<file path="src/hw/rtl/sbrd_pkg.sv">
// Shared types, widths and constants of the sampled barcode run decoder.
`timescale 1ns / 1ps

package sbrd_pkg;

    localparam int SAMPLE_W        = 16;
    localparam int CODE_W          = 32;
    localparam int SHIFT_W         = $clog2(CODE_W);
    localparam int BIT_SAMPLES_W   = 10;
    localparam int BIT_TOL_W       = 10;
    localparam int CODE_LEN_W      = 6;
    localparam int THRESHOLD_W     = 16;
    localparam int CFG_INDEX_W     = 4;
    localparam int CFG_DATA_W      = 16;

    localparam int MAX_FRAME_SAMPLES = 65536;
    localparam int QUOT_W          = $clog2(MAX_FRAME_SAMPLES + 1);
    localparam int ADV_W           = $clog2(MAX_FRAME_SAMPLES + 2);
    localparam int BITS_SAT        = 127;
    localparam int BITS_W          = $clog2(BITS_SAT + 1);
    localparam int SUM_W           = ADV_W + 1;

    localparam int LEAD_SKIP       = 10;
    localparam int LEAD_W          = $clog2(LEAD_SKIP + 1);

    // Division of the tolerance by three as a multiply by a scaled reciprocal.
    localparam int TOL_DIV3_MUL    = 683;
    localparam int TOL_DIV3_SHIFT  = 11;
    localparam int TOL_PROD_W      = 20;
    localparam int TOL_THIRD_W     = TOL_PROD_W - TOL_DIV3_SHIFT;
    localparam int START_W         =
        $clog2((1 << BIT_SAMPLES_W) + (1 << BIT_TOL_W) / 3 + 2);

    localparam logic [BIT_SAMPLES_W-1:0] RST_BIT_SAMPLES   = 10'd20;
    localparam logic [BIT_TOL_W-1:0]     RST_BIT_TOLERANCE = 10'd12;
    localparam logic [CODE_LEN_W-1:0]    RST_CODE_LENGTH   = 6'd18;
    localparam logic [THRESHOLD_W-1:0]   RST_THRESHOLD     = 16'd60000;

    typedef enum logic [CFG_INDEX_W-1:0] {
        CFG_BIT_SAMPLES      = 4'd0,
        CFG_BIT_TOLERANCE    = 4'd1,
        CFG_CODE_LENGTH      = 4'd2,
        CFG_BRIGHT_THRESHOLD = 4'd3
    } cfg_index_t;

    typedef struct packed {
        logic [THRESHOLD_W-1:0]   bright_threshold;
        logic [CODE_LEN_W-1:0]    code_length;
        logic [BIT_TOL_W-1:0]     bit_tolerance;
        logic [BIT_SAMPLES_W-1:0] bit_samples;
    } cfg_t;

    typedef struct packed {
        logic [CODE_W-1:0]     code;
        logic [BITS_W-1:0]     bits;
        logic [CODE_LEN_W-1:0] target;
    } snap_t;

endpackage

</file>
<file path="src/hw/rtl/sbrd_cfg_regs.sv">
// Configuration register file of the sampled barcode run decoder.
`timescale 1ns / 1ps

module sbrd_cfg_regs import sbrd_pkg::*; (
    input  logic                   aclk,
    input  logic                   aresetn,
    input  logic                   cfg_valid,
    output logic                   cfg_ready,
    input  logic [CFG_INDEX_W-1:0] cfg_index,
    input  logic [CFG_DATA_W-1:0]  cfg_data,
    output cfg_t                   cfg
);

    cfg_t cfg_reg;

    assign cfg_ready = 1'b1;
    assign cfg       = cfg_reg;

    always_ff @(posedge aclk) begin
        if (!aresetn) begin
            cfg_reg.bit_samples      <= RST_BIT_SAMPLES;
            cfg_reg.bit_tolerance    <= RST_BIT_TOLERANCE;
            cfg_reg.code_length      <= RST_CODE_LENGTH;
            cfg_reg.bright_threshold <= RST_THRESHOLD;
        end else if (cfg_valid && cfg_ready) begin
            case (cfg_index_t'(cfg_index))
                CFG_BIT_SAMPLES: begin
                    cfg_reg.bit_samples <= cfg_data[BIT_SAMPLES_W-1:0];
                end
                CFG_BIT_TOLERANCE: begin
                    cfg_reg.bit_tolerance <= cfg_data[BIT_TOL_W-1:0];
                end
                CFG_CODE_LENGTH: begin
                    cfg_reg.code_length <= cfg_data[CODE_LEN_W-1:0];
                end
                CFG_BRIGHT_THRESHOLD: begin
                    cfg_reg.bright_threshold <= cfg_data[THRESHOLD_W-1:0];
                end
                default: begin
                    cfg_reg <= cfg_reg;
                end
            endcase
        end
    end

endmodule

</file>
<file path="src/hw/rtl/sbrd_run_tracker.sv">
// Input register and per-sample run measurement and bit accumulation.
`timescale 1ns / 1ps

module sbrd_run_tracker import sbrd_pkg::*; (
    input  logic                aclk,
    input  logic                aresetn,
    input  logic                s_tvalid,
    output logic                s_tready,
    input  logic [SAMPLE_W-1:0] s_sample,
    input  logic                s_last,
    input  cfg_t                cfg,
    output logic                snap_valid,
    input  logic                snap_ready,
    output snap_t               snap
);

    typedef enum logic [3:0] {
        PH_LEAD   = 4'b0001,
        PH_SEEK   = 4'b0010,
        PH_START  = 4'b0100,
        PH_DECODE = 4'b1000
    } phase_t;

    localparam logic [CODE_W-1:0] ALL_ONES = '1;

    logic                     in_valid_reg;
    logic [SAMPLE_W-1:0]      in_sample_reg;
    logic                     in_last_reg;
    phase_t                   phase_reg, phase_next;
    logic [LEAD_W-1:0]        lead_reg, lead_next;
    logic [START_W-1:0]       start_cnt_reg, start_cnt_next;
    logic                     in_bright_reg, in_bright_next;
    logic [QUOT_W-1:0]        quot_reg, quot_next;
    logic [BIT_SAMPLES_W-1:0] rem_reg, rem_next;
    logic [BITS_W-1:0]        bits_reg, bits_next;
    logic [CODE_W-1:0]        code_reg, code_next;
    logic                     snap_valid_reg;
    snap_t                    snap_reg;

    logic                     in_advance;
    logic                     bright;
    logic [BIT_SAMPLES_W-1:0] eff_bits;
    logic [CODE_LEN_W-1:0]    target;
    logic [BITS_W-1:0]        target_ext;
    logic [TOL_PROD_W-1:0]    tol_prod;
    logic [TOL_THIRD_W-1:0]   tol_third;
    logic [START_W-1:0]       start_limit;
    logic                     decode_en;
    logic                     ib_cur;
    logic                     change;
    logic [ADV_W-1:0]         adv;
    logic [CODE_W-1:0]        code_closed;
    logic [SUM_W-1:0]         bits_sum;
    logic [BITS_W-1:0]        bits_closed;
    logic [CODE_W-1:0]        code_c;
    logic [BITS_W-1:0]        bits_c;
    logic                     ib_c;
    logic [QUOT_W-1:0]        quot_c;
    logic [BIT_SAMPLES_W-1:0] rem_c;
    logic [BIT_SAMPLES_W:0]   rem_inc;
    logic                     count_en;

    // A last beat waits only when the snapshot slot is still occupied.
    assign in_advance = in_valid_reg && (!in_last_reg || !snap_valid_reg || snap_ready);
    assign s_tready   = !in_valid_reg || in_advance;
    assign snap_valid = snap_valid_reg;
    assign snap       = snap_reg;

    always_comb begin
        bright      = in_sample_reg > cfg.bright_threshold;
        eff_bits    = (cfg.bit_samples == '0) ? BIT_SAMPLES_W'(1) : cfg.bit_samples;
        target      = (cfg.code_length == '0) ? '0 : cfg.code_length - CODE_LEN_W'(1);
        target_ext  = BITS_W'(target);
        tol_prod    = TOL_PROD_W'(cfg.bit_tolerance) * TOL_PROD_W'(TOL_DIV3_MUL);
        tol_third   = tol_prod[TOL_PROD_W-1:TOL_DIV3_SHIFT];
        start_limit = START_W'(eff_bits) + START_W'(tol_third);

        phase_next     = phase_reg;
        lead_next      = lead_reg;
        start_cnt_next = start_cnt_reg;
        ib_cur         = in_bright_reg;
        decode_en      = 1'b0;

        case (phase_reg)
            PH_LEAD: begin
                lead_next = lead_reg + LEAD_W'(1);
                if (lead_next >= LEAD_W'(LEAD_SKIP)) begin
                    phase_next = PH_SEEK;
                end
            end
            PH_SEEK, PH_START: begin
                if (phase_reg == PH_START || !bright) begin
                    phase_next = PH_START;
                    if (bright) begin
                        ib_cur     = 1'b1;
                        phase_next = PH_DECODE;
                        decode_en  = 1'b1;
                    end else begin
                        start_cnt_next = start_cnt_reg + START_W'(1);
                        if (start_cnt_next > start_limit) begin
                            ib_cur     = 1'b0;
                            phase_next = PH_DECODE;
                            decode_en  = 1'b1;
                        end
                    end
                end
            end
            PH_DECODE: begin
                decode_en = 1'b1;
            end
            default: begin
                phase_next = PH_LEAD;
            end
        endcase

        // Closing the current run turns it into whole bits plus a rounded partial bit.
        change = bright != ib_cur;
        adv    = ADV_W'(quot_reg) + ADV_W'(rem_reg > cfg.bit_tolerance);
        if (adv > ADV_W'(CODE_W - 1)) begin
            code_closed = ib_cur ? '0 : ALL_ONES;
        end else begin
            code_closed = (code_reg << adv[SHIFT_W-1:0])
                        | (ib_cur ? '0 : ~(ALL_ONES << adv[SHIFT_W-1:0]));
        end
        bits_sum    = SUM_W'(bits_reg) + SUM_W'(adv);
        bits_closed = (bits_sum > SUM_W'(BITS_SAT)) ? BITS_W'(BITS_SAT)
                                                    : bits_sum[BITS_W-1:0];

        if (change) begin
            code_c = code_closed;
            bits_c = bits_closed;
            ib_c   = !ib_cur;
            quot_c = '0;
            rem_c  = '0;
        end else begin
            code_c = code_reg;
            bits_c = bits_reg;
            ib_c   = ib_cur;
            quot_c = quot_reg;
            rem_c  = rem_reg;
        end

        count_en = !(change && (bits_closed >= target_ext));
        rem_inc  = (BIT_SAMPLES_W + 1)'(rem_c) + (BIT_SAMPLES_W + 1)'(1);

        code_next      = code_reg;
        bits_next      = bits_reg;
        in_bright_next = ib_cur;
        quot_next      = quot_reg;
        rem_next       = rem_reg;

        if (decode_en && (bits_reg < target_ext)) begin
            code_next      = code_c;
            bits_next      = bits_c;
            in_bright_next = ib_c;
            quot_next      = quot_c;
            rem_next       = rem_c;
            if (count_en) begin
                if (rem_inc >= (BIT_SAMPLES_W + 1)'(eff_bits)) begin
                    rem_next  = '0;
                    quot_next = (quot_c < QUOT_W'(MAX_FRAME_SAMPLES))
                              ? quot_c + QUOT_W'(1) : quot_c;
                end else begin
                    rem_next = rem_inc[BIT_SAMPLES_W-1:0];
                end
            end
        end
    end

    always_ff @(posedge aclk) begin
        if (s_tvalid && s_tready) begin
            in_sample_reg <= s_sample;
            in_last_reg   <= s_last;
        end
        if (in_advance && in_last_reg) begin
            snap_reg.code   <= code_next;
            snap_reg.bits   <= bits_next;
            snap_reg.target <= target;
        end
    end

    always_ff @(posedge aclk) begin
        if (!aresetn) begin
            in_valid_reg   <= 1'b0;
            snap_valid_reg <= 1'b0;
            phase_reg      <= PH_LEAD;
            lead_reg       <= '0;
            start_cnt_reg  <= '0;
            in_bright_reg  <= 1'b0;
            quot_reg       <= '0;
            rem_reg        <= '0;
            bits_reg       <= '0;
            code_reg       <= '0;
        end else begin
            if (s_tready) begin
                in_valid_reg <= s_tvalid;
            end
            if (in_advance && in_last_reg) begin
                snap_valid_reg <= 1'b1;
            end else if (snap_ready) begin
                snap_valid_reg <= 1'b0;
            end
            if (in_advance) begin
                if (in_last_reg) begin
                    phase_reg     <= PH_LEAD;
                    lead_reg      <= '0;
                    start_cnt_reg <= '0;
                    in_bright_reg <= 1'b0;
                    quot_reg      <= '0;
                    rem_reg       <= '0;
                    bits_reg      <= '0;
                    code_reg      <= '0;
                end else begin
                    phase_reg     <= phase_next;
                    lead_reg      <= lead_next;
                    start_cnt_reg <= start_cnt_next;
                    in_bright_reg <= in_bright_next;
                    quot_reg      <= quot_next;
                    rem_reg       <= rem_next;
                    bits_reg      <= bits_next;
                    code_reg      <= code_next;
                end
            end
        end
    end

endmodule

</file>
<file path="src/hw/rtl/sbrd_aligner.sv">
// Trims or extends the finished code and aligns it to whole bytes in the output register.
`timescale 1ns / 1ps

module sbrd_aligner import sbrd_pkg::*; (
    input  logic              aclk,
    input  logic              aresetn,
    input  logic              snap_valid,
    output logic              snap_ready,
    input  snap_t             snap,
    output logic              m_tvalid,
    input  logic              m_tready,
    output logic [CODE_W-1:0] m_tdata
);

    logic              m_tvalid_reg;
    logic [CODE_W-1:0] m_tdata_reg;
    logic [BITS_W-1:0] target_ext;
    logic [BITS_W-1:0] shift_amt;
    logic [CODE_W-1:0] fitted;
    logic [2:0]        pad;
    logic [CODE_W-1:0] aligned;

    assign snap_ready = !m_tvalid_reg || m_tready;
    assign m_tvalid   = m_tvalid_reg;
    assign m_tdata    = m_tdata_reg;

    always_comb begin
        target_ext = BITS_W'(snap.target);
        if (snap.bits > target_ext) begin
            shift_amt = snap.bits - target_ext;
            fitted    = (shift_amt > BITS_W'(CODE_W - 1)) ? '0
                                                          : snap.code >> shift_amt[SHIFT_W-1:0];
        end else begin
            shift_amt = target_ext - snap.bits;
            fitted    = (shift_amt > BITS_W'(CODE_W - 1)) ? '0
                                                          : snap.code << shift_amt[SHIFT_W-1:0];
        end
        // Padding up to the next byte boundary.
        pad     = 3'(4'd8 - {1'b0, snap.target[2:0]});
        aligned = fitted << pad;
    end

    always_ff @(posedge aclk) begin
        if (snap_valid && snap_ready) begin
            m_tdata_reg <= aligned;
        end
    end

    always_ff @(posedge aclk) begin
        if (!aresetn) begin
            m_tvalid_reg <= 1'b0;
        end else if (snap_ready) begin
            m_tvalid_reg <= snap_valid;
        end
    end

endmodule

</file>
<file path="src/hw/rtl/sampled_barcode_run_decoder.sv">
// Top level of the sampled barcode run decoder.
//
// Light samples of one scan enter on the s_ channel, one beat per sample, with
// s_tlast on the final sample of the frame. The first ten samples are skipped,
// the leading dark run is measured, and each later run is turned into bits of
// the barcode. One beat leaves on the m_ channel for each frame, carrying the
// decoded code left aligned to whole bytes.
// The cfg_ channel writes the four settings by index; it is always ready and a
// write is meant to happen while no frame is in flight.
// A last beat accepted on the s_ channel passes through the input register and
// the snapshot register before its result is presented on m_tvalid.
// Throughput: one sample per cycle while no last beat waits; the run update
// between the input register and the run state registers is combinational.
// When the receiver stalls, samples that do not end a frame keep flowing; a
// last beat waits in the input register once both the snapshot and the output
// registers are full, and s_tready falls until m_tready returns.
// A synchronous reset on aresetn restores the default settings and empties all
// registers, so the next beat starts a new frame.
`timescale 1ns / 1ps

module sampled_barcode_run_decoder import sbrd_pkg::*; (
    input  logic                   aclk,
    input  logic                   aresetn,
    input  logic                   s_tvalid,
    output logic                   s_tready,
    input  logic [SAMPLE_W-1:0]    s_tdata,    // [15:0] sample
    input  logic                   s_tlast,
    output logic                   m_tvalid,
    input  logic                   m_tready,
    output logic [CODE_W-1:0]      m_tdata,    // [31:0] barcode_value
    input  logic                   cfg_valid,
    output logic                   cfg_ready,
    input  logic [CFG_INDEX_W-1:0] cfg_index,
    input  logic [CFG_DATA_W-1:0]  cfg_data
);

    cfg_t  cfg;
    logic  snap_valid;
    logic  snap_ready;
    snap_t snap;

    sbrd_cfg_regs u_cfg_regs (
        .aclk      (aclk),
        .aresetn   (aresetn),
        .cfg_valid (cfg_valid),
        .cfg_ready (cfg_ready),
        .cfg_index (cfg_index),
        .cfg_data  (cfg_data),
        .cfg       (cfg)
    );

    sbrd_run_tracker u_run_tracker (
        .aclk       (aclk),
        .aresetn    (aresetn),
        .s_tvalid   (s_tvalid),
        .s_tready   (s_tready),
        .s_sample   (s_tdata),
        .s_last     (s_tlast),
        .cfg        (cfg),
        .snap_valid (snap_valid),
        .snap_ready (snap_ready),
        .snap       (snap)
    );

    sbrd_aligner u_aligner (
        .aclk       (aclk),
        .aresetn    (aresetn),
        .snap_valid (snap_valid),
        .snap_ready (snap_ready),
        .snap       (snap),
        .m_tvalid   (m_tvalid),
        .m_tready   (m_tready),
        .m_tdata    (m_tdata)
    );

endmodule

</file>
<file path="config.mk">
export PLATFORM = sky130hd
export DESIGN_NAME = sampled_barcode_run_decoder
export DESIGN_NICKNAME = d
export VERILOG_FILES = /design/src/hw/rtl/sbrd_pkg.sv /design/src/hw/rtl/sbrd_cfg_regs.sv /design/src/hw/rtl/sbrd_run_tracker.sv /design/src/hw/rtl/sbrd_aligner.sv /design/src/hw/rtl/sampled_barcode_run_decoder.sv
export SDC_FILE = /design/constraint.sdc
export NUM_CORES = 1
export LEC_CHECK = 0
export BUFFER_PORTS_ARGS = -buffer_cell sky130_fd_sc_hd__buf_2
export CORE_MARGIN = 4
export CORE_UTILIZATION = 50
export DETAILED_ROUTE_END_ITERATION = 16
export GPL_TIMING_DRIVEN = 0
export HOLD_SLACK_MARGIN = 0.1
export PLACE_DENSITY_LB_ADDON = 0.2
export SYNTH_ARGS = -nofsm -noshare
export SYNTH_HDL_FRONTEND = slang
export SYNTH_SLANG_ARGS = --single-unit
export TNS_END_PERCENT = 100
</file>
<file path="constraint.sdc">
create_clock -name aclk -period 13.9 [get_ports aclk]
set_input_delay 1.39 -clock aclk [delete_from_list [all_inputs] [get_ports aclk]]
set_output_delay 1.39 -clock aclk [all_outputs]
set_load 0.005 [all_outputs]
</file>
=== Word-level counts from Yosys, hierarchy flattened ===
Index checks and enable logic that the tools add are counted.

* Flip-flop bits (word level): 225
* Bits of input ports: 42

* Add/subtract/negate cells: 11
* Multipliers: 1
* Magnitude comparators: 13
* Equality and inequality tests: 12
* Shift operators: 5
* Multiplexer cells: 51
* Bitwise logic cells: 2
* Reductions and logical operators: 34

{| class="wikitable"
|+ Operators by type and width
! operator !! number
|-
| $mux 32 || 9
|-
| $mux 17 || 6
|-
| $shl 32x5->32 || 2
|-
| $mux 10 || 6
|-
| $mux 11 || 4
|-
| $not 32->32 || 1
|-
| $or 32x32->32 || 1
|-
| $shl 32x3->32 || 1
|-
| $shl 32x5->32 const A || 1
|-
| $shr 32x5->32 || 1
|-
| $mux 4 || 7
|-
| $mux 7 || 4
|-
| $mul 10x10->20 const B || 1
|-
| $add 7x17->18 || 1
|-
| $gt 18x7->1 const B || 1
|-
| $add 17x1->17 || 1
|-
| $add 17x1->17 const B || 1
|-
| $gt 17x5->1 const B || 1
|-
| $lt 17x17->1 const B || 1
|-
| $gt 16x16->1 || 1
|-
| $gt 7x5->1 const B || 2
|-
| $eq 4x2->1 const B || 3
|-
| $mux 1 || 12
|-
| $pmux 4 s3 || 1
|-
| other kinds (33) || 60
|}

=== Longest topological paths before layout ===
Gate-level depths: netlist of the first run.

* Depth in word-level cells: 16
* Mapped depth: 50
* Mapped depth without buffers: 47

=== Hierarchy ===
A second synthesis of the first run with hierarchy kept.

* Cell total of the unflattened synthesis: 2489
* Area total of the unflattened synthesis: 21667.0 um^2

{| class="wikitable"
|+ By module, submodules not included
! module !! instances !! cells each !! area an instance (um^2) !! sequential area each (um^2)
|-
| sbrd_run_tracker || 1 || 1546 || 13237.7 || 3623.5
|-
| sbrd_aligner || 1 || 772 || 6711.4 || 980.9
|-
| sbrd_cfg_regs || 1 || 171 || 1717.9 || 840.8
|}

=== Worst setup path after synthesis of the first run ===
Ideal clock, no wire load.

* Kind: reg-to-reg
* From: register u_cfg_regs.cfg_reg, in the netlist u_cfg_regs.cfg[17]
* To: register u_run_tracker.rem_reg[7]
* Setup time: 0.074 ns
* Arrival: 10.172 ns
* Required time: 13.826 ns
* Slack: 3.653 ns
* Stages on the path, launching flop included: 51
* Path buffers: 3
* Period minus slack after synthesis: 10.247 ns
* Cells stage by stage: dfxtp_1 > ha_1 > ha_1 > inv_1 > fa_1 > inv_1 > fa_1 > inv_1 > fa_1 > inv_1 > ha_1 > and4_1 > o221ai_1 > nor2b_1 > a21oi_1 > nor2_1 > xnor2_1 > ha_1 > [... 15 more ...] > clkbuf_1 > clkbuf_1 > nor2_1 > ha_1 > nand3_1 > nor2_1 > nand2_1 > xor2_1 > nor2_1 > ha_1 > a21o_1 > a221o_1 > a31oi_1 > nand2_1 > or2_2 > clkbuf_1 > nand2b_1 > o21ai_0

* Longest elaborated chain between the ends: 15

{| class="wikitable"
|+ RTL lines
! what !! RTL line !! text
|-
| from (decl) || sbrd_cfg_regs.sv:14 || <nowiki>cfg_t cfg_reg;</nowiki>
|-
| from (signal assigned) || sbrd_cfg_regs.sv:40 || <nowiki>cfg_reg <= cfg_reg;</nowiki>
|-
| $mul 10x10->20 || sbrd_run_tracker.sv:74 || <nowiki>tol_prod = TOL_PROD_W'(cfg.bit_tolerance) * TOL_PROD_W'(TOL_DIV3_MUL);</nowiki>
|-
| $add 10x9->11 || sbrd_run_tracker.sv:76 || <nowiki>start_limit = START_W'(eff_bits) + START_W'(tol_third);</nowiki>
|-
| $gt 11x11->1 || sbrd_run_tracker.sv:100 || <nowiki>if (start_cnt_next > start_limit) begin</nowiki>
|-
| $mux 1 || sbrd_run_tracker.sv:100 ||
|-
| $mux 1 || sbrd_run_tracker.sv:94 || <nowiki>if (bright) begin</nowiki>
|-
| $mux 1 || sbrd_run_tracker.sv:92 || <nowiki>if (phase_reg == PH_START || !bright) begin</nowiki>
|-
| $mux 1 || sbrd_run_tracker.sv:84 || <nowiki>case (phase_reg)</nowiki>
|-
| $ne 1x1->1 || sbrd_run_tracker.sv:117 || <nowiki>change = bright != ib_cur;</nowiki>
|-
| $mux 10 || sbrd_run_tracker.sv:129 || <nowiki>if (change) begin</nowiki>
|-
| $add 10x1->11 || sbrd_run_tracker.sv:144 || <nowiki>rem_inc = (BIT_SAMPLES_W + 1)'(rem_c) + (BIT_SAMPLES_W + 1)'(1);</nowiki>
|-
| $ge 11x10->1 || sbrd_run_tracker.sv:159 || <nowiki>if (rem_inc >= (BIT_SAMPLES_W + 1)'(eff_bits)) begin</nowiki>
|-
| $mux 10 || sbrd_run_tracker.sv:159 ||
|-
| $mux 10 || sbrd_run_tracker.sv:158 || <nowiki>if (count_en) begin</nowiki>
|-
| $mux 10 || sbrd_run_tracker.sv:152 || <nowiki>if (decode_en && (bits_reg < target_ext)) begin</nowiki>
|-
| $mux 10 || sbrd_run_tracker.sv:204 || <nowiki>if (in_last_reg) begin</nowiki>
|-
| to (signal assigned) || sbrd_run_tracker.sv:219 || <nowiki>rem_reg <= rem_next;</nowiki>
|-
| to (decl) || sbrd_run_tracker.sv:34 || <nowiki>logic [BIT_SAMPLES_W-1:0] rem_reg, rem_next;</nowiki>
|}

Parallel ways exist; a longest one is shown, timed or not. The select of a mux whose other input is x is not followed.
A chain may end at the register's enable or synchronous reset.

=== Worst setup path after layout of the first run ===
Same ends and word-level chain as after synthesis.

==> results of run 1 <==
## layer usage
metal / wire, µm / part of all wire / track usage
met1: 29100 / 0.45 / 0.407
met2: 28700 / 0.44 / 0.448
met3: 4880 / 0.075 / 0.0435
met4: 2040 / 0.031 / 0.0756
met5: 0 / 0 / 0
## critical path, delay by kind of cell, from the launching register on
family	cells	cell delay, ns
XOR/XNOR	3	0.50
flip-flops	1	0.51
multiplexers	1	0.22
AO/OA/AOI/OAI	18	4.00
buffers and inverters	8	1.58
adder cells (fa/ha/maj)	10	3.61
AND/OR/NAND/NOR	11	1.85
## worst min path at each step
stage	cells past startpoint	from	to	slack, ns
3_5_place_dp	2	u_cfg_regs.cfg[38]	u_cfg_regs.cfg[38]	0.45
3_3_place_gp	2	u_cfg_regs.cfg[33]	u_cfg_regs.cfg[33]	0.44
5_1_grt	2	u_cfg_regs.cfg[30]	u_cfg_regs.cfg[30]	0.47
4_1_cts	2	u_cfg_regs.cfg[30]	u_cfg_regs.cfg[30]	0.46
2_1_floorplan	2	u_cfg_regs.cfg[27]	u_cfg_regs.cfg[27]	0.44
6_report	2	u_cfg_regs.cfg[30]	u_cfg_regs.cfg[30]	0.46
## cell families (layout without fill, tap and decap cells)
logic type | after synthesis | in the layout
and+or+nand+nor | 700 | 700
AOI/OAI and AO/OA | 584 | 584
buffers and inverters | 288 | 413
muxes | 271 | 271
DFF | 225 | 225
adders and majority gates | 183 | 183
xor gates and xnor gates | 67 | 67
other | 1 | 1
## cell type report
cell class | instances | area, µm²
timing repair buffer | 75 | 375
buffer | 149 | 621
inverter | 139 | 522
fill | 3649 | 17700
clock buffer | 41 | 832
multi-input combinational | 1806 | 13700
clock inverter | 9 | 62.6
tap | 525 | 657
sequential | 225 | 5450
## synthesized netlist by cell type, types with 29 or more instances
| cell type | n | area, µm² |
|---|---|---|
| xnor2_1 | 38 | 333 |
| edfxtp_1 | 94 | 2820 |
| a211oi_1 | 29 | 218 |
| clkbuf_1 | 105 | 394 |
| inv_1 | 135 | 507 |
| o21ai_0 | 136 | 681 |
| mux4_2 | 69 | 1550 |
| a21oi_1 | 159 | 796 |
| ha_1 | 157 | 1960 |
| nand3_1 | 53 | 265 |
| nor3_1 | 47 | 235 |
| nand4_1 | 32 | 200 |
| dfxtp_1 | 131 | 2620 |
| mux2_2 | 51 | 574 |
| nor2_1 | 242 | 908 |
| o22ai_1 | 29 | 181 |
| nand2_1 | 190 | 713 |
| mux2i_1 | 150 | 1500 |
## layout by cell type, fill, tap and decap left out, drive strengths merged, types with 26 or more instances in the layout
| cell | instances |
|---|---|
| nand3 | 53 |
| o22ai | 29 |
| o21ai | 138 |
| a21oi | 159 |
| a22o | 26 |
| nor2 | 245 |
| nand4 | 32 |
| dfxtp | 131 |
| inv | 141 |
| mux2i | 151 |
| mux4 | 69 |
| xor2 | 29 |
| a211oi | 32 |
| mux2 | 51 |
| nand2 | 190 |
| edfxtp | 94 |
| nor3 | 48 |
| fa | 26 |
| ha | 157 |
| xnor2 | 38 |
| buf | 119 |
| clkbuf | 146 |
## metrics by stage
step	worst slack (ns)	total power, µW	std cells	hold WS (ns)	instance area, µm²
after global routing	0.725	1790	2969	0.469	22300
after detailed placement	1.87	1020	2919	0.451	21400
after floorplan	3.65	932	2319	0.436	20300
after global placement	0.782	1020	2918	0.444	21300
after CTS	1.82	1720	2969	0.461	22300
final	1.55	1720	2969	0.458	22300
## power by group
part	internal [µW]	switching [µW]
registers	700	10.7
logic	117	188
clock network	415	285
total	1230	483
==> reports/summary.txt, run 1 <==
CTS
-------------------------------------------------------------------------------------------
Number of sinks handled by clock tree synthesis                                         225
Resized Gates After CTS                                                                   0
TritonCTS clock tree                                                                   done
Clock transition at path regs                                                       0.06 ns
Number of buffers on the longest clock path                                               3
CTS Buf Count                                                                            27
Count of hold-fix buffers inserted at cts                                                 0
Buffer cell driving the clock tree root                                           clkbuf_16
H-tree depth reported by CTS                                                              1
Post-CTS setup-driven buffer insertion count                                              0
Clock Latency Late Sink                                                             0.54 ns

LOGIC SYNTHESIS
-------------------------------------------------------------------------------------------
Sequential area share after synthesis                                                 0.268
Mapped Area                                                                       20300 µm²
Yosys warns                                                                               0
Area fraction in compound gates after synthesis                                       0.185
Number of synthesized flops with an enable pin                                           94
Simple-gate area share of the yosys netlist                                           0.160
Most used flip-flop cell after synthesis                                            dfxtp_1
Mux contribution to synthesized area                                                  0.179
Largest family of logic cells by synthesized area                              compound AO/OA/AOI/OAI gates
Adder-cell area share of the yosys netlist                                            0.122
Flip-flop and latch count after synthesis                                               225
Per-instance average area after synthesis                                          8.76 µm²
Xor-xnor portion of the synthesized cell area                                        0.0292
Syn_nets                                                                               2544
Fraction of registers with async set or reset after synthesis                             0
Unique cell type count in the Yosys netlist                                              90
Cell count after synthesis                                                             2319

SETUP PATH
-------------------------------------------------------------------------------------------
R2r worst-path depth                                                                     51
Critical R2R Capture                                                           u_run_tracker.rem_reg[7]
Critical Path Sink Type                                                           flip-flop
Signal arrival time at the worst endpoint                                          12.81 ns
Startpoint types                                                                  flip-flop
Standard cell with the maximum stage delay on the critical path                     a31oi_1
Endpoint required time on the critical path                                        14.37 ns
Worst Path Class, Setup                                                             reg2reg
Worst flop-to-flop path startpoint                                             u_cfg_regs.cfg[17]
Max stage delay on crit path                                                        0.71 ns
Setup crit end                                                                 u_run_tracker.rem_reg[7]
Crit path from                                                                 u_cfg_regs.cfg[17]
Critical-path maximum fanout                                                             10
Crit path top cell by count                                                            ha_1
Setup slack on the worst flop-to-flop path                                          1.55 ns

FLOORPLANNING
-------------------------------------------------------------------------------------------
Number of primary I/O pins                                                               77
Vert. Die Dim                                                                        210 µm
Number of cell rows                                                                      73
Effective utilization at floorplan                                                    0.509
Die Footprint                                                                     43900 µm²
Core Region                                                                       39900 µm²
Die Span X                                                                           210 µm

PLACED DESIGN
-------------------------------------------------------------------------------------------
HPWL after DPL                                                                      51.9 mm
Weighted congestion at the end of routability-driven global placement                 0.989
Port buffer count                                                                        74

GLOBAL ROUTE
-------------------------------------------------------------------------------------------
Number of antenna violations at the first check in global routing                         0
Overall routing resource usage                                                        0.283
Vias in the first global route                                                        17623
Global-route wire length before repair                                               101 mm
Maximum number of pins on one net before global-route repair                             48
GRT Residual Overflow                                                                     0

STA
-------------------------------------------------------------------------------------------
FMAX                                                                             0.0810 GHz
Final setup violating endpoints                                                           0
Post-route fraction of the period consumed by the critical path                       0.888
Final Slew Violations                                                                     0
RSZ-0062 raised after global routing                                                  false
Slew HR                                                                               0.353
Minimum clock period                                                               12.35 ns
Worst clock skew on the final layout                                              0.0133 ns
Final Hold Vio Count                                                                      0
Slew at the pin with the worst max-slew slack                                      0.965 ns
Setup TNS                                                                              0 ns

FINAL LAYOUT
-------------------------------------------------------------------------------------------
Share of final-layout standard cells stronger than drive strength 1                   0.126
Nets                                                                                   2648
Final Util                                                                            0.558
Total inserted antenna cells                                                              0
Number of flip-flops under the largest register name                                     45
Layout overhead on the synthesized area                                               9.53%

PWR
-------------------------------------------------------------------------------------------
Power density cells                                                             77.1 nW/µm²
Worst IR drop on VDD                                                                 112 µV
Static Leak                                                                      0.00906 µW

OUTCOME
-------------------------------------------------------------------------------------------
Run status                                                                     finished, final reports clean

JOB
-------------------------------------------------------------------------------------------
Max-cap violations                                                                        0

DRT
-------------------------------------------------------------------------------------------
Number of design-rule violations left by the first detailed-router iteration           1681
Vias                                                                                  18731
Average via count per standard cell                                                    6.31
DRC violation count after routing                                                         0
First-pass iteration count of the detailed router                                         6
Routed WL per cell                                                                  21.8 µm
Overall routed net length                                                           64.7 mm
Post-detailed-route count of antenna-violating nets                                       0

MIN PATH
-------------------------------------------------------------------------------------------
Hold WC Path Type                                                                   reg2reg

No activity file was read; power rests on OpenSTA's default activity.
==> run 2: changes to the inputs <==
ABC_AREA = 1   (was unset)
SKIP_CTS_REPAIR_TIMING = 1   (was unset)
==> reports/summary.txt, run 2 <==
LOGIC SYNTHESIS
-------------------------------------------------------------------------------------------
Yosys warns                                                                               0
Flip-flop and latch count after synthesis                                               225
Sequential area share after synthesis                                                 0.266
Mux contribution to synthesized area                                                 0.0137
Per-instance average area after synthesis                                          6.59 µm²
Number of synthesized flops with an enable pin                                           94
Largest family of logic cells by synthesized area                              simple AND/OR/NAND/NOR gates
Area fraction in compound gates after synthesis                                       0.180
Share of the synthesized area in the top cell type                                    0.152
Leading post-synthesis cells by instance count                                 830 x nand2_1, 339 x inv_1, 304 x o21ai_0
Syn_nets                                                                               3327
Adder-cell area share of the yosys netlist                                            0.122
Simple-gate area share of the yosys netlist                                           0.294
Mapped Area                                                                       20400 µm²
Fraction of registers with async set or reset after synthesis                             0
Unique cell type count in the Yosys netlist                                              63
Most used flip-flop cell after synthesis                                            dfxtp_1
Xor-xnor portion of the synthesized cell area                                        0.0236
Area leader, netlist                                                                nand2_1
Cell count after synthesis                                                             3102
Leading cell types by total area after synthesis                               nand2_1 15%, edfxtp_1 14%, dfxtp_1 13%
Top-count cell post-synth                                                           nand2_1

DRT
-------------------------------------------------------------------------------------------
Vias                                                                                  21441
Average via count per standard cell                                                    5.72
Post-detailed-route count of antenna-violating nets                                       0
Number of design-rule violations left by the first detailed-router iteration           2195
DRC violation count after routing                                                         0
First-pass iteration count of the detailed router                                         6
Routed WL per cell                                                                  18.0 µm
Overall routed net length                                                           67.5 mm

FINAL LAYOUT
-------------------------------------------------------------------------------------------
Commonest cells after routing, fill and taps aside                             830 x nand2_1, 338 x inv_1, 304 x o21ai_0
Nets                                                                                   3431
Layout overhead on the synthesized area                                               9.75%
Number of fill cells                                                                   3872
Number of flip-flops under the largest register name                                     45
Share of final-layout standard cells stronger than drive strength 1                  0.0769
Leading cell type in the layout, fill and taps excluded                             nand2_1
Total inserted antenna cells                                                              0
Area used by multi-input combinational logic                                      12900 µm²
Register cell area after layout                                                    5450 µm²

STA
-------------------------------------------------------------------------------------------
Minimum clock period                                                               11.02 ns
Slew HR                                                                               0.110
Slew at the pin with the worst max-slew slack                                       1.32 ns
RSZ-0062 raised after global routing                                                  false
Final setup violating endpoints                                                           0
Final Slew Violations                                                                     0
Worst clock skew on the final layout                                              0.0190 ns
Setup TNS                                                                              0 ns
Post-route fraction of the period consumed by the critical path                       0.793
FMAX                                                                             0.0908 GHz
Final Hold Vio Count                                                                      0

SETUP PATH
-------------------------------------------------------------------------------------------
Standard cell with the maximum stage delay on the critical path                        fa_1
Signal arrival time at the worst endpoint                                          11.40 ns
Critical-path maximum fanout                                                             10
Critical Path Sink Type                                                           flip-flop
Worst Path Class, Setup                                                             reg2reg
Endpoint required time on the critical path                                        14.28 ns
Max stage delay on crit path                                                        0.51 ns
Startpoint types                                                                  flip-flop
Crit path top cell by count                                                         a21oi_1

PWR
-------------------------------------------------------------------------------------------
Switching share of power                                                              0.295
Worst IR drop on VDD                                                                93.7 µV
Power share of the sequential group                                                   0.396
Static Leak                                                                       0.0103 µW
NetSw                                                                                529 µW
Power density cells                                                             80.0 nW/µm²
Combinational power share                                                             0.194
Post-route total power                                                              1790 µW
Internal power                                                                      1270 µW
Clock network fraction of total power                                                 0.410

GLOBAL ROUTE
-------------------------------------------------------------------------------------------
Number of antenna violations at the first check in global routing                         1
Overall routing resource usage                                                        0.293
Global-route wire length before repair                                               106 mm
GRT Residual Overflow                                                                     0
Vias in the first global route                                                        20172
Maximum number of pins on one net before global-route repair                             47

CTS
-------------------------------------------------------------------------------------------
H-tree depth reported by CTS                                                              1
TritonCTS clock tree                                                                   done
Clock transition at path regs                                                       0.06 ns
Number of buffers on the longest clock path                                               3
Buffer cell driving the clock tree root                                           clkbuf_16
CTS Buf Count                                                                            26
Clock Latency Late Sink                                                             0.55 ns
Number of sinks handled by clock tree synthesis                                         225

OUTCOME
-------------------------------------------------------------------------------------------
Run status                                                                     finished, final reports clean

FLOORPLANNING
-------------------------------------------------------------------------------------------
Number of cell rows                                                                      73
Core Region                                                                       40100 µm²
Die Span X                                                                           210 µm
Number of primary I/O pins                                                               77
Effective utilization at floorplan                                                    0.510
Vert. Die Dim                                                                        210 µm
Die Footprint                                                                     44200 µm²

PLACED DESIGN
-------------------------------------------------------------------------------------------
HPWL after DPL                                                                      54.4 mm
Port buffer count                                                                        75
Weighted congestion at the end of routability-driven global placement                 0.993

MIN PATH
-------------------------------------------------------------------------------------------
Hold WC Path Type                                                                   reg2reg

JOB
-------------------------------------------------------------------------------------------
Max-cap violations                                                                        0

## run 2: changes by cell type after synthesis, sizes merged, moves of 69 or more
cell   delta
inv     +223
nand2   +652
nand3   +178
o21ai   +199
mux2i   -123
mux4     -69
## run 2: final cells by class
class | count | share of cell area
sequential | 225 | 0.243
buffer | 157 | 0.0309
tap | 525 | 0.0293
inverter | 367 | 0.0614
clock buffer | 37 | 0.0350
timing repair buffer | 76 | 0.0176
multi-input combinational | 2353 | 0.576
clock inverter | 11 | 0.00669
## run 2: power groups by stage
stage	Combinational (µW)	Sequential, µW	Clock, µW
after floorplan	234	722	0
after global placement	333	725	0
after detailed placement	338	725	0
after CTS	342	710	746
after global routing	389	712	773
final	349	711	735
## run 2: path summary, 6_finish.rpt
check	startpoint	to	slack, ns	depth (start not counted)
max	u_cfg_regs.cfg[16]	u_run_tracker.quot_reg[9]	2.88	61
min	u_cfg_regs.cfg[0]	u_cfg_regs.cfg[0]	0.46	2
max reg2reg	u_cfg_regs.cfg[16]	u_run_tracker.quot_reg[9]	2.88	61
min reg2reg	u_cfg_regs.cfg[0]	u_cfg_regs.cfg[0]	0.46	2
## run 2: layer usage
metal  track usage  vias up  share of wire
li1              -    10475              -
met5             0        -              0
met3        0.0357      164          0.070
met2         0.482      908           0.45
met1         0.403     9894           0.44
met4        0.0974        0          0.037
## run 2: cell families after synthesis
group | after synthesis
xor+xnor | 52
compound gates | 671
buf+inv | 524
flops | 225
fa+ha+maj | 183
simple gates | 1418
mux | 28
other cells | 1
## run 2: worst max-delay path, delay by kind of cell (launching register included)
kind / cells / cell delay [ns]
AO/OA/AOI/OAI: 19 / 3.02
XOR/XNOR: 3 / 0.86
adder cells (fa/ha/maj): 10 / 3.26
buffers and inverters: 12 / 1.37
flip-flops: 1 / 0.47
AND/OR/NAND/NOR: 17 / 1.84
## run 2: per-stage QoR
stage	std cells	area (µm²)	hold WS [ns]	util	worst slack, ns
floorplan	3102	20400	0.429	-	4.75
global route	3751	22400	0.497	0.560	1.82
CTS	3751	22400	0.462	0.560	2.97
global placement	3702	21500	0.449	0.536	3.20
finish	3751	22400	0.461	0.560	2.88
detailed placement	3703	21500	0.452	0.536	3.03
==> run 3: changes to the inputs <==
clock period = 10.62 ns   (was 13.9 ns; I/O delays follow)
==> reports/summary.txt, run 3 (synthesized netlist as in run 2, its figures left out) <==
OUTCOME
-------------------------------------------------------------------------------------------
Run status                                                                     finished, final reports clean

STA
-------------------------------------------------------------------------------------------
Final setup violating endpoints                                                           0
Slew HR                                                                               0.126
Minimum setup slack in the final design                                            0.721 ns
Minimum clock period                                                                9.90 ns
Final Hold Vio Count                                                                      0
FMAX                                                                              0.101 GHz
Post-route fraction of the period consumed by the critical path                       0.932
Slew at the pin with the worst max-slew slack                                       1.30 ns
Worst clock skew on the final layout                                              0.0195 ns
Final Slew Violations                                                                     0
Setup TNS                                                                              0 ns

JOB
-------------------------------------------------------------------------------------------
Max-cap violations                                                                        0

GLOBAL ROUTE
-------------------------------------------------------------------------------------------
Maximum number of pins on one net before global-route repair                             47
GRT Residual Overflow                                                                     0
Overall routing resource usage                                                        0.293
Vias in the first global route                                                        20172
Global-route wire length before repair                                               106 mm
Number of antenna violations at the first check in global routing                         1

CTS
-------------------------------------------------------------------------------------------
H-tree depth reported by CTS                                                              1
Clock transition at path regs                                                       0.06 ns
Number of sinks handled by clock tree synthesis                                         225
TritonCTS clock tree                                                                   done
Clock Latency Late Sink                                                             0.55 ns
Buffer cell driving the clock tree root                                           clkbuf_16
Number of buffers on the longest clock path                                               3
CTS Buf Count                                                                            26

FINAL LAYOUT
-------------------------------------------------------------------------------------------
Number of flip-flops under the largest register name                                     45
Share of final-layout standard cells stronger than drive strength 1                  0.0824
Total inserted antenna cells                                                              0
Number of fill cells                                                                   3850
Layout overhead on the synthesized area                                               10.4%
Leading cell type in the layout, fill and taps excluded                             nand2_1
Commonest cells after routing, fill and taps aside                             829 x nand2_1, 338 x inv_1, 302 x o21ai_0
Post-route cell area                                                              22600 µm²
Nets                                                                                   3435

DRT
-------------------------------------------------------------------------------------------
Number of design-rule violations left by the first detailed-router iteration           2151
Routed WL per cell                                                                  18.0 µm
Post-detailed-route count of antenna-violating nets                                       0
Overall routed net length                                                           67.4 mm
Vias                                                                                  21413
Average via count per standard cell                                                    5.70
First-pass iteration count of the detailed router                                         7
DRC violation count after routing                                                         0

SETUP PATH
-------------------------------------------------------------------------------------------
R2r worst-path depth                                                                     59
Critical-path maximum fanout                                                             19
Max stage delay on crit path                                                        0.54 ns
Critical Path Sink Type                                                           flip-flop
Signal arrival time at the worst endpoint                                          10.28 ns
Standard cell with the maximum stage delay on the critical path                        fa_1
Crit path top cell by count                                                           inv_1
Startpoint types                                                                  flip-flop
Endpoint required time on the critical path                                        11.00 ns
Worst Path Class, Setup                                                             reg2reg

PLACED DESIGN
-------------------------------------------------------------------------------------------
HPWL after DPL                                                                      54.4 mm
Placement Setup Slack                                                             -0.249 ns
Port buffer count                                                                        75
Weighted congestion at the end of routability-driven global placement                 0.993
Placed cell area                                                                  21500 µm²

MIN PATH
-------------------------------------------------------------------------------------------
Hold WC Path Type                                                                   reg2reg
Min-Delay Path Depth                                                                      2

PWR
-------------------------------------------------------------------------------------------
Static Leak                                                                       0.0104 µW
Power density cells                                                              105 nW/µm²
Worst IR drop on VDD                                                                 124 µV

FLOORPLANNING
-------------------------------------------------------------------------------------------
Vert. Die Dim                                                                        210 µm
Effective utilization at floorplan                                                    0.510
Core Region                                                                       40100 µm²
Die Footprint                                                                     44200 µm²
Number of cell rows                                                                      73
Number of primary I/O pins                                                               77
Die Span X                                                                           210 µm

## run 3: routing by layer
| metal | GRT usage | wire length [µm] |
|---|---|---|
| met5 | 0 | 0 |
| met4 | 0.0974 | 2560 |
| met3 | 0.0357 | 4860 |
| met2 | 0.482 | 30700 |
| met1 | 0.403 | 29300 |
## run 3: power breakdown
group / leakage (µW) / total [µW] / switching [µW] / internal, µW
Combinational: 0.00797 / 472 / 317 / 156
Clock: 0.000462 / 963 / 372 / 591
Sequential: 0.00192 / 930 / 11.5 / 919
## run 3: stage by stage
stage	total power, µW	util	instances	hold WS [ns]
floorplan	1250	-	3102	0.429
global placement	1380	0.536	3702	0.449
detailed placement	1390	0.536	3703	0.452
CTS	2350	0.560	3751	0.462
global route	2470	0.563	3755	0.497
finish	2370	0.563	3755	0.470
## run 3: cell type report
cell class                 instances  area [µm²]  share of cell area
buffer                           156         706              0.0313
clock buffer                      37         785              0.0348
clock inverter                    11         150             0.00665
inverter                         367        1380              0.0610
multi-input combinational       2353       13000               0.576
sequential                       225        5450               0.242
tap                              525         657              0.0291
timing repair buffer              81         433              0.0192
## run 3: final timing paths
| check | from | to | slack, ns |
|---|---|---|---|
| max | u_cfg_regs.cfg[15] | u_run_tracker.quot_reg[9] | 0.72 |
| min | u_cfg_regs.cfg[0] | u_cfg_regs.cfg[0] | 0.47 |
| max reg2reg | u_cfg_regs.cfg[15] | u_run_tracker.quot_reg[9] | 0.72 |
| min reg2reg | u_cfg_regs.cfg[0] | u_cfg_regs.cfg[0] | 0.47 |
## run 3: critical path: cells and delay by family, from the launching register on
kind            cells  cell delay [ns]
simple gates       17             1.71
flops               1             0.43
xor+xnor            3             0.67
compound gates     16             2.40
fa+ha+maj          10             3.48
buf+inv            13             1.02
